==> config.mk <==
export PLATFORM = sky130hd
export DESIGN_NAME = biou_frac_div
export DESIGN_NICKNAME = d
export VERILOG_FILES = /design/src/sv/biou_frac_div.sv
export SDC_FILE = /design/constraint.sdc
export NUM_CORES = 2
export LEC_CHECK = 0
export BUFFER_PORTS_ARGS = -buffer_cell sky130_fd_sc_hd__buf_2
export CORE_AREA = 10 10 299 415
export DETAILED_ROUTE_END_ITERATION = 7
export DIE_AREA = 0 0 309 425
export PLACE_DENSITY = 0.89
export SLEW_MARGIN = 25
export SYNTH_ARGS = -nofsm -noshare
export SYNTH_HDL_FRONTEND = slang
export SYNTH_SLANG_ARGS = --single-unit
==> constraint.sdc <==
create_clock -name i_clk -period 11.75 [get_ports i_clk]
set_input_delay 0.5875 -clock i_clk [delete_from_list [all_inputs] [get_ports i_clk]]
set_output_delay 0.5875 -clock i_clk [all_outputs]
set_load 0.03 [all_outputs]
==> src/sv/biou_frac_div.sv <==
// Pipelined restoring divider: one quotient bit per stage, floor(num * 2^FRAC_BITS / den).
// Requires num <= den and den != 0; carries a sideband word alongside. No package use.
module biou_frac_div #(
    parameter int NUM_BITS  = 32,
    parameter int DEN_BITS  = 33,
    parameter int FRAC_BITS = 16,
    parameter int SIDE_BITS = 8
) (
    input  logic                 i_clk,
    input  logic                 i_rst_n,
    input  logic                 i_in_valid,
    output logic                 o_in_ready,
    input  logic [NUM_BITS-1:0]  i_num,
    input  logic [DEN_BITS-1:0]  i_den,
    input  logic [SIDE_BITS-1:0] i_side,
    output logic                 o_out_valid,
    input  logic                 i_out_ready,
    output logic [FRAC_BITS:0]   o_quo,
    output logic [SIDE_BITS-1:0] o_side
);

    localparam int LAST = FRAC_BITS;

    logic                 r_vld  [LAST+1];
    logic                 w_adv  [LAST+1];
    logic [FRAC_BITS:0]   r_quo  [LAST+1];
    logic [DEN_BITS-1:0]  r_rem  [LAST+1];
    logic [DEN_BITS-1:0]  r_den  [LAST+1];
    logic [SIDE_BITS-1:0] r_side [LAST+1];

    for (genvar k = 0; k <= LAST; k++) begin : g_stage
        logic                 w_src_vld;
        logic [DEN_BITS-1:0]  w_src_den;
        logic [SIDE_BITS-1:0] w_src_side;
        logic [DEN_BITS-1:0]  n_rem;
        logic [FRAC_BITS:0]   n_quo;

        // A stage takes a beat when it is empty or its own beat moves on.
        if (k == LAST) begin : g_tail
            assign w_adv[k] = !r_vld[k] || i_out_ready;
        end else begin : g_body
            assign w_adv[k] = !r_vld[k] || w_adv[k+1];
        end

        if (k == 0) begin : g_first
            logic [DEN_BITS-1:0] w_num;
            logic                w_ge;
            assign w_num      = DEN_BITS'(i_num);
            assign w_ge       = (w_num >= i_den);
            assign w_src_vld  = i_in_valid;
            assign w_src_den  = i_den;
            assign w_src_side = i_side;
            assign n_rem      = w_ge ? (w_num - i_den) : w_num;
            assign n_quo      = (FRAC_BITS + 1)'(w_ge);
        end else begin : g_next
            logic [DEN_BITS:0] w_sh;
            logic [DEN_BITS:0] w_dn;
            logic              w_ge;
            assign w_sh       = {r_rem[k-1], 1'b0};
            assign w_dn       = {1'b0, r_den[k-1]};
            assign w_ge       = (w_sh >= w_dn);
            assign w_src_vld  = r_vld[k-1];
            assign w_src_den  = r_den[k-1];
            assign w_src_side = r_side[k-1];
            assign n_rem      = w_ge ? DEN_BITS'(w_sh - w_dn) : w_sh[DEN_BITS-1:0];
            assign n_quo      = {r_quo[k-1][FRAC_BITS-1:0], w_ge};
        end

        always_ff @(posedge i_clk) begin
            if (!i_rst_n) begin
                r_vld[k] <= 1'b0;
            end else if (w_adv[k]) begin
                r_vld[k] <= w_src_vld;
            end
        end

        always_ff @(posedge i_clk) begin
            if (w_adv[k]) begin
                r_quo[k]  <= n_quo;
                r_rem[k]  <= n_rem;
                r_den[k]  <= w_src_den;
                r_side[k] <= w_src_side;
            end
        end
    end

    assign o_in_ready  = w_adv[0];
    assign o_out_valid = r_vld[LAST];
    assign o_quo       = r_quo[LAST];
    assign o_side      = r_side[LAST];

endmodule

# [Word-level counts from Yosys, hierarchy flattened]
# Memories as Yosys holds them, arrays and structs flattened.
# Cells that the tools add are included.
[classes] addsub=17 n_lt_le_gt_ge=17 muxes=103 bitwise=17 n_reduce_logical=34
[op_table] operator="two-way mux 33 bit" count=17
[op_table] operator="greater-or-equal comparator 34 x 33 -> 1 bit" count=16
[op_table] operator="subtractor 33 bit" count=16
[op_table] operator="two-way mux 1 bit" count=86
[op_table] operator="greater-or-equal comparator 32 x 33 -> 1 bit" count=1
[op_table] operator="subtractor 32 x 33 -> 33 bit" count=1
[op_table] operator="logical NOT 1 bit" count=17
[op_table] operator="logical OR 1 bit" count=17
[op_table] operator="bitwise OR 1 bit" count=17
[word_totals] reg_bits=0 mem_bits_rw=1564 inputBits=77 out_inout_bits=27 word_cells=193 mem_count=5
[mem_list] memory="r_den" depth=17 width=33 read_ports=16 rd_clocked_by_memory_dff=0 wr=17 line="28" text="logic [DEN_BITS-1:0] r_den [LAST+1];"
[mem_list] memory="r_rem" depth=17 width=33 read_ports=16 rd_clocked_by_memory_dff=0 wr=17 line="27" text="logic [DEN_BITS-1:0] r_rem [LAST+1];"
[mem_list] memory="r_quo" depth=17 width=17 read_ports=17 rd_clocked_by_memory_dff=0 wr=17 line="26" text="logic [FRAC_BITS:0] r_quo [LAST+1];"
[mem_list] memory="r_side" depth=17 width=8 read_ports=17 rd_clocked_by_memory_dff=0 wr=17 line="29" text="logic [SIDE_BITS-1:0] r_side [LAST+1];"
[mem_list] memory="r_vld" depth=17 width=1 read_ports=17 rd_clocked_by_memory_dff=0 wr=17 line="24" text="logic r_vld [LAST+1];"

# [Depth between registers and ports, before layout]
# An unclocked memory read counts as a cell.
[depth] depth_word=23 ltp_mapped=16 depth_no_buf=14

# [Least setup slack after synthesis]
# No wires, ideal clock.
[synth_path] kind="input-to-reg" startpoint="input port i_out_ready" endpoint="memory r_vld[0] (data pin)" setup_time_ns=0.279 t_arrival_ns=8.334 required_ns=11.471 path_slack_ns=3.136 stages=11 path_buffers=1 path_cell_list="nor2b_1 and2_1 and3_1 clkbuf_1 nand2_1 nor2_1 and2_1 inv_1 nor2_1 nand4_1 and3_1"
[synth_rtl] element="start: declaration" line="17" text="input logic i_out_ready,"
[synth_rtl] element="end: declaration" line="24"

==> results.md <==
* Top post-synthesis cells by area: edfxtp_1, ha_1, inv_1
* Die area at 131,000 um^2
* Mapped Avg Cell Area at 11.4 um^2
* Total power draw at 22.5 mW
* Vias in the first global route at 53,484
* Most used flip-flop cell after synthesis: edfxtp_1
* Via-per-instance ratio at 6.05
* IO Pins at 104
* Clk root buf: clkbuf_16
* Setup total negative slack at 0 ns
* CTS max path bufs at 3
* Num CTS Buffers at 134
* Final Net Count at 7,402
* Post_cts resized at 0
* Syn Inst Count at 6,558
* WL/cell at 19.4 um
* CP max FO at 29
* Final setup margin at 6.21 ns
* First-pass GRT wire length at 259,000 um
* Row count at 148
* All-Layer GR Usage at 24.5%
* Startpoint type of the worst setup path: register
* Endpoints failing hold at 0
* Top-count cell post-synth: edfxtp_1
* TritonCTS clock tree: done
* Worst hold path type: in2reg
* Post-synth net total at 7,210
* Synthesized area at 75,000 um^2
* Yosys top cell area share at 54.5%
* Worst slew pin tran at 1.16 ns
* Kind of critical path: reg2out
* Setup Viol. Count Final at 0
* Initial Utilization at 64.5%
* I/O Buffers at 103
* Detailed-route via count at 50,546
* # diodes at 0
* Worst skew pair latency at 0.79 ns
* CP arrival at 4.95 ns
* GPL Wtd Cong at 0.969
* TritonRoute pass-1 iters at 7
* Layout Skew at 0.0432 ns
* Die H at 425 um
* Core area at 116,000 um^2
* H-tree depth at 4
* Leak Pwr at 35.4 nW
* Area Overhead vs Synth at 9.80%
* Worst EP required at 11.16 ns
* Period utilization at 47.1%
* Status: completed
* Detail Route Antenna Nets at 0
* Maximum vdd ir drop at 0.173 mV
* P per Cell Area at 273 nW/um^2
* Clock sink count at 1,362
* Sequential share of the synthesized area at 54.5%
* DP HPWL at 123,000 um
* Synth async-reset ratio at 0%
* Cell variety after synth at 83
* Highest Clock Rate at 181 MHz
* Violation count after the first detailed-route iteration at 2,812
* Worst reg-to-reg path cell count at 10
* Post-Place Worst Slack at 6.76 ns
* Grt total ovfl at 0
* Largest net degree at the start of global routing at 88
* DRC violations left at 0
* CTS clk-pin slew, worst paths at 0.07 ns
* Routed WL at 162,000 um
* Worst setup EP type: primary output
* Share of the core filled with cells at 70.8%
* Max_slew headroom at 22.7%
* Max-Cap Viols at 0
* Antenna violations before repair at 1
* Chip width at 309 um
* FF+latch count, synth at 1,362
* Post-synth top cells: edfxtp_1, inv_1, ha_1, nand2_1, o21ai_0
* WHS Path Cells at 1
* Syn. warnings at 0
* Post-synth EDFFs at 1,361
* Minimum clock period at 5.54 ns
* RSZ-0062 raised after global routing: no
* Storage cell area at 40,900 um^2
* Area taken by multi-input logic gates at 31,100 um^2
* FILL cells at 7,607
* Share of cells above drive strength 1 at 8.98%
* Most area-hungry cell type in the Yosys netlist: edfxtp_1
* Slew Limit Fails at 0
-- repair_timing --
| action | 4_1_cts | 5_1_grt |
|---|---|---|
| hold buffers | 39 | 0 |
| setup buffers | 0 | 0 |
| hold endpoints to repair | 39 | 0 |
-- logic make-up after synthesis --
kind of cell / after synthesis / share of synthesized area (%)
muxes: 206 / 3.10
buffers and inverters: 831 / 4.23
adders and majority gates: 575 / 9.75
DFF: 1362 / 54.5
AOI/OAI and AO/OA: 1715 / 14.3
xor gates and xnor gates: 442 / 5.16
and+or+nand+nor: 1427 / 8.91
-- critical path, cell delays in order (launching register included) --
cell and delay [ns]:
dfxtp_1 0.35, nor2b_1 0.30, and2_1 0.36, and3_1 0.46, nand2_4 0.31, nor2_1 0.19
and2_1 0.33, inv_2 0.27, nor2_1 0.59, nand4_1 0.63, buf_2 0.39
-- layout by cell type (no fill, tap or decap), types with 66 or more instances in the layout --
cell type,count
ha_1,559
a21oi_1,478
nand2b_1,81
o21a_1,66
mux2_2,188
nand3_1,84
inv_1,699
xnor2_1,239
a21o_1,269
nand4_1,71
edfxtp_1,1361
o21bai_1,66
xor2_1,203
o21ai_0,481
nor2_1,316
nor3_1,77
nand2_1,528
nor2b_1,77
buf_2,103
clkbuf_16,135
-- sequential cells by signal, summed over array words and instances (netlist names) --
| signal | cells |
|---|---|
| r_side | 136 |
| r_quo | 153 |
| r_den | 528 |
| r_rem | 528 |
| r_vld | 17 |
-- metal layers --
| metal | track usage [%] | vias up | wire length [um] |
|---|---|---|---|
| li1 | - | 24333 | - |
| met1 | 20.0 | 24206 | 50400 |
| met2 | 50.2 | 1403 | 93600 |
| met3 | 3.45 | 604 | 5140 |
| met4 | 18.8 | 0 | 13300 |
| met5 | 0 | - | 0 |
-- per-stage QoR --
stage,cells,instance area [um^2],hold WS (ns)
floorplan,6558,75000,0.400
global placement,8073,77300,0.400
detailed placement,8073,77300,0.405
CTS,8358,82300,0.00295
global route,8360,82300,0.00970
finish,8360,82300,0.0489
-- cell type report --
cell class	count	area share (%)
well taps	1500	2.28
multi-input cells	4365	37.8
flip-flops and latches	1362	49.7
repair buffers	183	1.53
clock buffers	153	4.20
clock inverters	93	1.36
inverters	704	3.21
-- power by group --
| part | internal, mW | switching, mW |
|---|---|---|
| clock | 2.50 | 1.91 |
| combinational | 4.32 | 5.76 |
| sequential | 7.29 | 0.676 |
| total | 14.1 | 8.35 |
-- worst paths after layout --
kind / start / to / slack (ns)
setup / recovery: r_vld[16] / o_in_ready / 6.21
hold / removal: i_den[32] / r_den[0][32] / 0.05
setup reg to reg: r_vld[16] / r_den[0][4] / 6.94
hold reg to reg: r_side[1][3] / r_side[1][11] / 0.41
Note: power is estimated with default switching activity, not from simulation.
